<file path="config.mk">
export PLATFORM = sky130hd
export DESIGN_NAME = sha1_hash_engine
export DESIGN_NICKNAME = d
export VERILOG_FILES = /design/src/design/sha1_pkg.sv /design/src/design/sha1_round.sv /design/src/design/sha1_hash_engine.sv
export SDC_FILE = /design/constraint.sdc
export NUM_CORES = 2
export LEC_CHECK = 0
export ABC_AREA = 1
export BUFFER_PORTS_ARGS = -buffer_cell sky130_fd_sc_hd__buf_2
export CAP_MARGIN = 20
export CORE_MARGIN = 4
export CORE_UTILIZATION = 50
export CTS_CLUSTER_SIZE = 25
export DETAILED_ROUTE_END_ITERATION = 7
export PLACE_DENSITY_LB_ADDON = 0.08
export RECOVER_POWER = 100
export SETUP_SLACK_MARGIN = 0.3
export SYNTH_ARGS = -nofsm -noshare
export SYNTH_HDL_FRONTEND = slang
export SYNTH_SLANG_ARGS = --single-unit
export TNS_END_PERCENT = 30
</file>
<file path="constraint.sdc">
create_clock -name clk -period 14.95 [get_ports clk]
set_clock_uncertainty 0.2 [all_clocks]
set_input_delay 0.7475 -clock clk [delete_from_list [all_inputs] [get_ports clk]]
set_output_delay 0.7475 -clock clk [all_outputs]
set_load 0.02 [all_outputs]
</file>
<file path="src/design/sha1_pkg.sv">
// ----------------------------------------------------------------------------
// SHA-1 engine package
// Shared types and constants for the SHA-1 hash engine and its round unit.
// ----------------------------------------------------------------------------
package sha1_pkg;

	localparam int unsigned WORD_W = 32;
	localparam int unsigned ROUND_W = 7;

	// Five 32-bit words a..e, used for both the chaining value and the round state
	typedef struct packed {
		logic [WORD_W-1:0] a;
		logic [WORD_W-1:0] b;
		logic [WORD_W-1:0] c;
		logic [WORD_W-1:0] d;
		logic [WORD_W-1:0] e;
	} work_t;

	localparam logic [WORD_W-1:0] K_00_19 = 32'h5A827999;
	localparam logic [WORD_W-1:0] K_20_39 = 32'h6ED9EBA1;
	localparam logic [WORD_W-1:0] K_40_59 = 32'h8F1BBCDC;
	localparam logic [WORD_W-1:0] K_60_79 = 32'hCA62C1D6;

	localparam work_t H_INIT = '{
		a: 32'h67452301,
		b: 32'hEFCDAB89,
		c: 32'h98BADCFE,
		d: 32'h10325476,
		e: 32'hC3D2E1F0
	};

	localparam logic [7:0] PAD_BYTE = 8'h80;

	localparam logic [ROUND_W-1:0] ROUND_SCHED = 7'd16;
	localparam logic [ROUND_W-1:0] ROUND_B1 = 7'd20;
	localparam logic [ROUND_W-1:0] ROUND_B2 = 7'd40;
	localparam logic [ROUND_W-1:0] ROUND_B3 = 7'd60;
	localparam logic [ROUND_W-1:0] ROUND_LAST = 7'd79;

endpackage

</file>
<file path="src/design/sha1_round.sv">
// ----------------------------------------------------------------------------
// SHA-1 round unit
// One compression round: selects f and K by round number and forms the next
// a..e from the current state and the schedule word.
// ----------------------------------------------------------------------------
module sha1_round (
	input  sha1_pkg::work_t                    cur,
	input  logic [sha1_pkg::WORD_W-1:0]        w,
	input  logic [sha1_pkg::ROUND_W-1:0]       round,
	output sha1_pkg::work_t                    nxt
);

	logic [sha1_pkg::WORD_W-1:0] f;
	logic [sha1_pkg::WORD_W-1:0] k;
	logic [sha1_pkg::WORD_W-1:0] a_rot;

	always_comb begin
		if (round < sha1_pkg::ROUND_B1) begin
			f = (cur.b & cur.c) | (~cur.b & cur.d);
			k = sha1_pkg::K_00_19;
		end else if (round < sha1_pkg::ROUND_B2) begin
			f = cur.b ^ cur.c ^ cur.d;
			k = sha1_pkg::K_20_39;
		end else if (round < sha1_pkg::ROUND_B3) begin
			f = (cur.b & cur.c) | (cur.b & cur.d) | (cur.c & cur.d);
			k = sha1_pkg::K_40_59;
		end else begin
			f = cur.b ^ cur.c ^ cur.d;
			k = sha1_pkg::K_60_79;
		end
	end

	assign a_rot = {cur.a[26:0], cur.a[31:27]};

	always_comb begin
		nxt.a = a_rot + f + cur.e + k + w;
		nxt.b = cur.a;
		nxt.c = {cur.b[1:0], cur.b[31:2]};
		nxt.d = cur.c;
		nxt.e = cur.d;
	end

endmodule

</file>
<file path="src/design/sha1_hash_engine.sv">
// ----------------------------------------------------------------------------
// SHA-1 hash engine
// Byte-serial SHA-1 with an iterative round unit and an on-chip padder.
// ----------------------------------------------------------------------------
// Input channel s_*: one item per byte. s_tuser is the command: 0 absorbs
// s_tdata into the message, 1 finishes the message. Output channel m_*: five
// digest words, H0 first; m_tdata carries the word and its index, m_tlast
// marks the fifth word.
// Data bytes are taken while s_tready is high; the 64th byte of a block starts
// the compression: 80 rounds through the single round unit, one per cycle,
// then an add into the chaining value, with s_tready held low throughout.
// A finish generates the padding internally (up to 72 bytes), one byte per cycle
// outside compression, compresses one or two blocks, then offers the five digest words.
// The words are held while m_tready is low; s_tready stays low until the
// last word is taken, after which the engine is ready for a new message.
// Reset (arst_n low) loads the initial hash values and clears the byte count
// and message length; the block buffer itself is not cleared.
// ----------------------------------------------------------------------------
module sha1_hash_engine (
	input  logic        clk,
	input  logic        arst_n,
	input  logic        s_tvalid,
	output logic        s_tready,
	input  logic [7:0]  s_tdata,   // [7:0] data_byte
	input  logic        s_tuser,   // [0] cmd
	output logic        m_tvalid,
	input  logic        m_tready,
	output logic [39:0] m_tdata,   // [31:0] digest_word, [34:32] word_index, [39:35] zero
	output logic        m_tlast
);

	typedef enum logic [4:0] {
		ST_IDLE  = 5'b00001,
		ST_ROUND = 5'b00010,
		ST_ADD   = 5'b00100,
		ST_PAD   = 5'b01000,
		ST_EMIT  = 5'b10000
	} state_t;

	localparam logic [2:0] WORD_IDX_LAST = 3'd4;
	localparam logic [5:0] FILL_LEN = 6'd56;
	localparam logic [5:0] FILL_LAST = 6'd63;

	state_t                          state_q;
	logic [5:0]                      fill_q;
	logic [63:0]                     msg_bits_q;
	logic [sha1_pkg::ROUND_W-1:0]    round_q;
	logic [2:0]                      emit_idx_q;
	logic [511:0]                    blk_q;
	sha1_pkg::work_t                 chain_q;
	sha1_pkg::work_t                 work_q;
	sha1_pkg::work_t                 work_nxt;
	logic                            fin_q;
	logic                            first_q;
	logic                            len_q;
	logic                            pad_done_q;

	logic                            take;
	logic                            in_len;
	logic                            pad_last;
	logic [7:0]                      len_byte;
	logic [7:0]                      pad_byte;
	logic                            byte_go;
	logic [7:0]                      byte_val;
	logic [sha1_pkg::WORD_W-1:0]     xw;
	logic [sha1_pkg::WORD_W-1:0]     sched_w;

	assign s_tready = (state_q == ST_IDLE);
	assign m_tvalid = (state_q == ST_EMIT);
	assign m_tdata  = {5'b0, emit_idx_q, chain_q.a};
	assign m_tlast  = (emit_idx_q == WORD_IDX_LAST);

	assign take = s_tvalid && s_tready;

	// Length bytes start once the zero fill reaches byte 56 of a block
	assign in_len   = len_q || (!first_q && fill_q == FILL_LEN);
	assign pad_last = in_len && fill_q == FILL_LAST;
	assign len_byte = msg_bits_q[{~fill_q[2:0], 3'b000} +: 8];
	assign pad_byte = first_q ? sha1_pkg::PAD_BYTE : (in_len ? len_byte : 8'h00);

	assign byte_go  = (take && !s_tuser) || (state_q == ST_PAD);
	assign byte_val = (state_q == ST_PAD) ? pad_byte : s_tdata;

	// Block buffer doubles as the 16-word schedule window, oldest word on top
	assign xw      = blk_q[95:64] ^ blk_q[255:224] ^ blk_q[447:416] ^ blk_q[511:480];
	assign sched_w = (round_q < sha1_pkg::ROUND_SCHED) ? blk_q[511:480]
	                                                   : {xw[30:0], xw[31]};

	sha1_round u_round (
		.cur   (work_q),
		.w     (sched_w),
		.round (round_q),
		.nxt   (work_nxt)
	);

	always_ff @(posedge clk) begin
		if (byte_go) begin
			blk_q <= {blk_q[503:0], byte_val};
		end else if (state_q == ST_ROUND) begin
			blk_q <= {blk_q[479:0], sched_w};
		end
		if (state_q == ST_ROUND) begin
			work_q <= work_nxt;
		end else if (byte_go && fill_q == FILL_LAST) begin
			work_q <= chain_q;
		end
	end

	always_ff @(posedge clk or negedge arst_n) begin
		if (!arst_n) begin
			state_q    <= ST_IDLE;
			fill_q     <= '0;
			msg_bits_q <= '0;
			round_q    <= '0;
			emit_idx_q <= '0;
			chain_q    <= sha1_pkg::H_INIT;
			fin_q      <= 1'b0;
			first_q    <= 1'b0;
			len_q      <= 1'b0;
			pad_done_q <= 1'b0;
		end else begin
			if (byte_go) begin
				fill_q <= fill_q + 6'd1;
				if (fill_q == FILL_LAST) begin
					state_q <= ST_ROUND;
					round_q <= '0;
				end
			end
			unique case (state_q)
				ST_IDLE: begin
					if (take) begin
						if (s_tuser) begin
							state_q <= ST_PAD;
							fin_q   <= 1'b1;
							first_q <= 1'b1;
							len_q   <= 1'b0;
						end else begin
							msg_bits_q <= msg_bits_q + 64'd8;
						end
					end
				end
				ST_PAD: begin
					first_q <= 1'b0;
					len_q   <= in_len;
					if (pad_last) begin
						pad_done_q <= 1'b1;
					end
				end
				ST_ROUND: begin
					round_q <= round_q + 7'd1;
					if (round_q == sha1_pkg::ROUND_LAST) begin
						state_q <= ST_ADD;
					end
				end
				ST_ADD: begin
					chain_q.a <= chain_q.a + work_q.a;
					chain_q.b <= chain_q.b + work_q.b;
					chain_q.c <= chain_q.c + work_q.c;
					chain_q.d <= chain_q.d + work_q.d;
					chain_q.e <= chain_q.e + work_q.e;
					round_q   <= '0;
					if (pad_done_q) begin
						state_q    <= ST_EMIT;
						emit_idx_q <= '0;
					end else if (fin_q) begin
						state_q <= ST_PAD;
					end else begin
						state_q <= ST_IDLE;
					end
				end
				ST_EMIT: begin
					if (m_tready) begin
						if (emit_idx_q == WORD_IDX_LAST) begin
							state_q    <= ST_IDLE;
							chain_q    <= sha1_pkg::H_INIT;
							msg_bits_q <= '0;
							fin_q      <= 1'b0;
							pad_done_q <= 1'b0;
							emit_idx_q <= '0;
						end else begin
							// rotate the next digest word to the front
							chain_q    <= '{a: chain_q.b, b: chain_q.c, c: chain_q.d,
							                d: chain_q.e, e: chain_q.a};
							emit_idx_q <= emit_idx_q + 3'd1;
						end
					end
				end
				default: begin
					state_q <= ST_IDLE;
				end
			endcase
		end
	end

`ifndef ASSERT_OFF
	a_round_range: assert property (@(posedge clk) disable iff (!arst_n)
		(state_q == ST_ROUND) |-> (round_q <= sha1_pkg::ROUND_LAST))
		else $error("round counter beyond last round");

	a_round_to_add: assert property (@(posedge clk) disable iff (!arst_n)
		(state_q == ST_ROUND && round_q == sha1_pkg::ROUND_LAST) |=> (state_q == ST_ADD))
		else $error("compression did not end after the last round");

	a_add_fill_zero: assert property (@(posedge clk) disable iff (!arst_n)
		(state_q == ST_ADD) |-> (fill_q == 6'd0))
		else $error("block buffer not empty when adding into the chain");

	a_emit_after_pad: assert property (@(posedge clk) disable iff (!arst_n)
		(state_q == ST_EMIT) |-> (fin_q && pad_done_q && fill_q == 6'd0))
		else $error("digest offered before padding finished");

	a_len_phase: assert property (@(posedge clk) disable iff (!arst_n)
		(state_q == ST_PAD && in_len) |-> (fill_q >= FILL_LEN))
		else $error("length byte outside the last eight bytes of a block");
`endif

endmodule
</file>
==> summary.md <==
| Metric | Value |
|---|---|
| Final Total Pwr | ~11 mW |
| Post-CTS Hold Fix Bufs | 1 |
| Nets | between 7,000 and 8,000 |
| CTS Buf Count | between 100 and 150 |
| Worst hold stages | 4 |
| Root buffer cell | clkbuf_16 |
| DRC viols | 0 |
| Pwr dens | approximately 180 mW/mm2 |
| Std cell rows | between 100 and 150 |
| Routed Antenna Nets | 0 |
| Yosys top cell by area | edfxtp_1 |
| Internal | 6.569 mW |
| Post-synthesis sequential area ratio | approximately 44% |
| Buffers on Ports | 50 |
| Min Tclk post-route | just under 10 ns |
| RSZ-0062 raised after global routing | no |
| Failing checks | capacitance limit, slew limit |
| CP max FO | 75 |
| Final Hold Fails | 0 |
| WP data required | 14.94 ns |
| Die ar. | ~0.12 mm2 |
| R2R depth | 11 |
| Worst skew pair latency | roughly 0.75 ns |
| TritonCTS clock tree | yes |
| Post-synth EDFFs | between 600 and 700 |
| Via density | 5.749 |
| Clock Sinks | 918 |
| Post-Route Utilization | a little over half |
| Routability Congestion | approximately 1.0 |
| Worst VDD drop | roughly 0.00019 V |
| Reg clk slew, reported paths | 0.06 ns |
| Ys flop type | edfxtp_1 |
| P_sw | a little under 5 mW |
| Leading cell types by count after synthesis | nand2_1 (2,897), inv_1 (785), edfxtp_1 (672), nor2_1 (506), o21ai_0 (494) |
| Max-Cap Viols | 25 |
| Initial antenna violation count | 11 |
| FILL cells | about 11,000 |
| RR Startpoint | state_q[0]$_DFF_PN1_ |
| Slew margin rel. | -286.6% |
| Die W | around 350 um |
| Ys async rst share | a little over a quarter |
| Placed Area | between 0.06 and 0.07 mm2 |
| Core area | roughly 0.12 mm2 |
| CP Capture Type | flip-flop |
| Synth Instances | 7,624 |
| I/O Pins | 56 |
| Sum of net half-perimeters after detailed placement | between 150,000 and 200,000 um |
| Synth Area per Inst | ~8 um2 |
| Post-CTS setup repair buffer count | 0 |
| Largest net degree at the start of global routing | roughly 220 |
| Clock power frac | between 20% and 30% |
| Post-synth top area share | 33.95% |
| Top cells by area, synth | edfxtp_1 (34%), nand2_1 (18%), dfrtp_1 (6.9%) |
| Hold EP | state_q[4]$_DFF_PN0_ |
| #FFs+latches synth | 918 |
| Final setup violation count | 0 |
| R2R setup slack | between 5 and 6 ns |
| Drt initial violations | about 6,400 |
| CP Data Arrival Time | between 9 and 10 ns |
| First drt pass iteration count | 7 |
| Slew Viols, Final | 1,709 |
| Multi-input gate area | between 0.02 and 0.03 mm2 |
| Status | finished, violations left |
| Vias | about 53,000 |
| TNS Setup | 0 ns |
| Grt ovf | 0 |
| Wire length per cell | 23.95 um |
| Crit path launch type | flip-flop |
| CTS H-tree depth | 3 |
| Seq. cell area | ~0.026 mm2 |
| Switching share of power | a little over two fifths |
| Yosys warning total | 0 |
| Fmax | 102.1 MHz |
| Yosys cell types | 55 |
| Sequential group share of total power | roughly a third |
| Combinational Power Share | between 40% and 50% |
| Post-route design area | 0.06407 mm2 |
| FF-to-FF End | work_q[24]$_DFFE_PP_ |
| Final period util | between 60% and 70% |
| Vias in the first global route | between 40,000 and 50,000 |
| Area Growth Syn to Fin | 7.795% |
| Clk buf depth | 3 |
| Critical setup path kind | flip-flop to flip-flop |
| Mapped cell area | 0.05944 mm2 |
| GRT Util Overall | between 30 and 40% |
| Hold path startpoint | m_tready |
| Die H | 352.8 um |
| Initial core utilization | about half |
| Post-CTS resize count | 0 |
| Layout cells sized above 1 | 4.261% |
| Hold Path Class | input pin to flip-flop |
| Count leader, synth | nand2_1 |
| Leak | approximately 30 nW |
| First-pass GRT wire length | approximately 320,000 um |
| Slew @ Worst Pin | just under 6 ns |
| Final WL | around 220,000 um |
-- power groups by stage --
stage	sequential, mW	combinational, mW	clock [mW]
detailed placement	3.84	4.77	0
floorplan	3.90	3.32	0
global placement	3.84	4.76	0
finish	3.82	4.90	2.71
global route	3.88	5.46	2.85
CTS	3.80	4.80	2.75
-- registers in the layout, indices dropped and copies added (netlist names), 3 cells and up --
| signal | count |
|---|---|
| m_tdata | 32 |
| state_q | 5 |
| fill_q | 6 |
| work_q | 160 |
| chain_q | 128 |
| emit_idx_q | 3 |
| round_q | 7 |
| msg_bits_q | 61 |
| blk_q | 512 |
-- worst max-delay path, cell delays in order, from the launching register on --
cell and delay (ns):
dfstp_1 0.38, inv_1 0.09, nand2_1 0.11, inv_1 0.09, nand4_1 0.41, nand2_1 2.11
nand4_1 0.43, nor2_1 0.34, nor2_1 0.13, nor2_4 0.09, clkbuf_1 1.41, clkbuf_1 3.25
-- worst max-delay path by stage --
stage,to,startpoint,cells after the start
floorplan,blk_q[0]$_DFFE_PP_,s_tvalid,8
global placement,work_q[147]$_DFFE_PP_,round_q[6]$_DFFE_PN0P_,19
detailed placement,work_q[147]$_DFFE_PP_,round_q[6]$_DFFE_PN0P_,19
CTS,work_q[147]$_DFFE_PP_,round_q[6]$_DFFE_PN0P_,19
global route,blk_q[414]$_DFFE_PP_,state_q[0]$_DFF_PN1_,9
finish,work_q[24]$_DFFE_PP_,state_q[0]$_DFF_PN1_,11
-- stage by stage --
| stage | hold WS [ns] | cells | setup slack (ns) |
|---|---|---|---|
| after floorplan | 0.2419 | 7628 | 1.331 |
| after global placement | 0.2617 | 8962 | 8.908 |
| after detailed placement | 0.2592 | 8962 | 8.687 |
| after CTS | 0.1698 | 9161 | 8.658 |
| after global routing | 0.2183 | 9164 | 4.429 |
| final | 0.1849 | 9173 | 5.153 |
-- cell families after synthesis --
logic type | after synthesis | share of synthesized area [%]
AND/OR/NAND/NOR | 4017 | 27.18
XOR/XNOR | 163 | 2.402
flip-flops | 918 | 44.48
AO/OA/AOI/OAI | 1104 | 10.05
other | 1 | 0.006309
buffers and inverters | 1097 | 7.483
adder cells (fa/ha/maj) | 324 | 8.399
-- area by class of cell --
class | instances | share of cell area, %
Antenna cell | 9 | 0.03515
Clock buffer | 160 | 4.900
Clock inverter | 38 | 0.7421
Inverter | 800 | 4.704
Multi-Input combinational cell | 5613 | 44.51
Sequential cell | 918 | 41.26
Tap cell | 1536 | 2.999
Timing Repair Buffer | 99 | 0.8475
-- placed cells by master, fill, tap and decap left out, types with 107 or more instances in the layout --
| master | netlist | final |
|---|---|---|
| nand2_1 | 2897 | 2900 |
| inv_1 | 785 | 790 |
| edfxtp_1 | 672 | 672 |
| o21ai_0 | 494 | 510 |
| nor2_1 | 506 | 507 |
| a21oi_1 | 403 | 403 |
| nand3_1 | 352 | 353 |
| ha_1 | 199 | 199 |
| dfrtp_1 | 165 | 165 |
| fa_1 | 125 | 125 |
| clkbuf_16 | 0 | 109 |
| xnor2_1 | 107 | 107 |
-- metal layers --
layer | wire, um | vias up | global-route usage (%) | part of all wire, %
met4 | 11780 | 2 | 15.81 | 5.4
met1 | 93920 | 25280 | 48.93 | 43
met3 | 19210 | 409 | 6.652 | 8.7
met2 | 94740 | 2332 | 51.39 | 43
li1 | - | 24716 | - | -
met5 | 12 | - | 0 | 0.0055
Power figures use the tool's default switching activity.
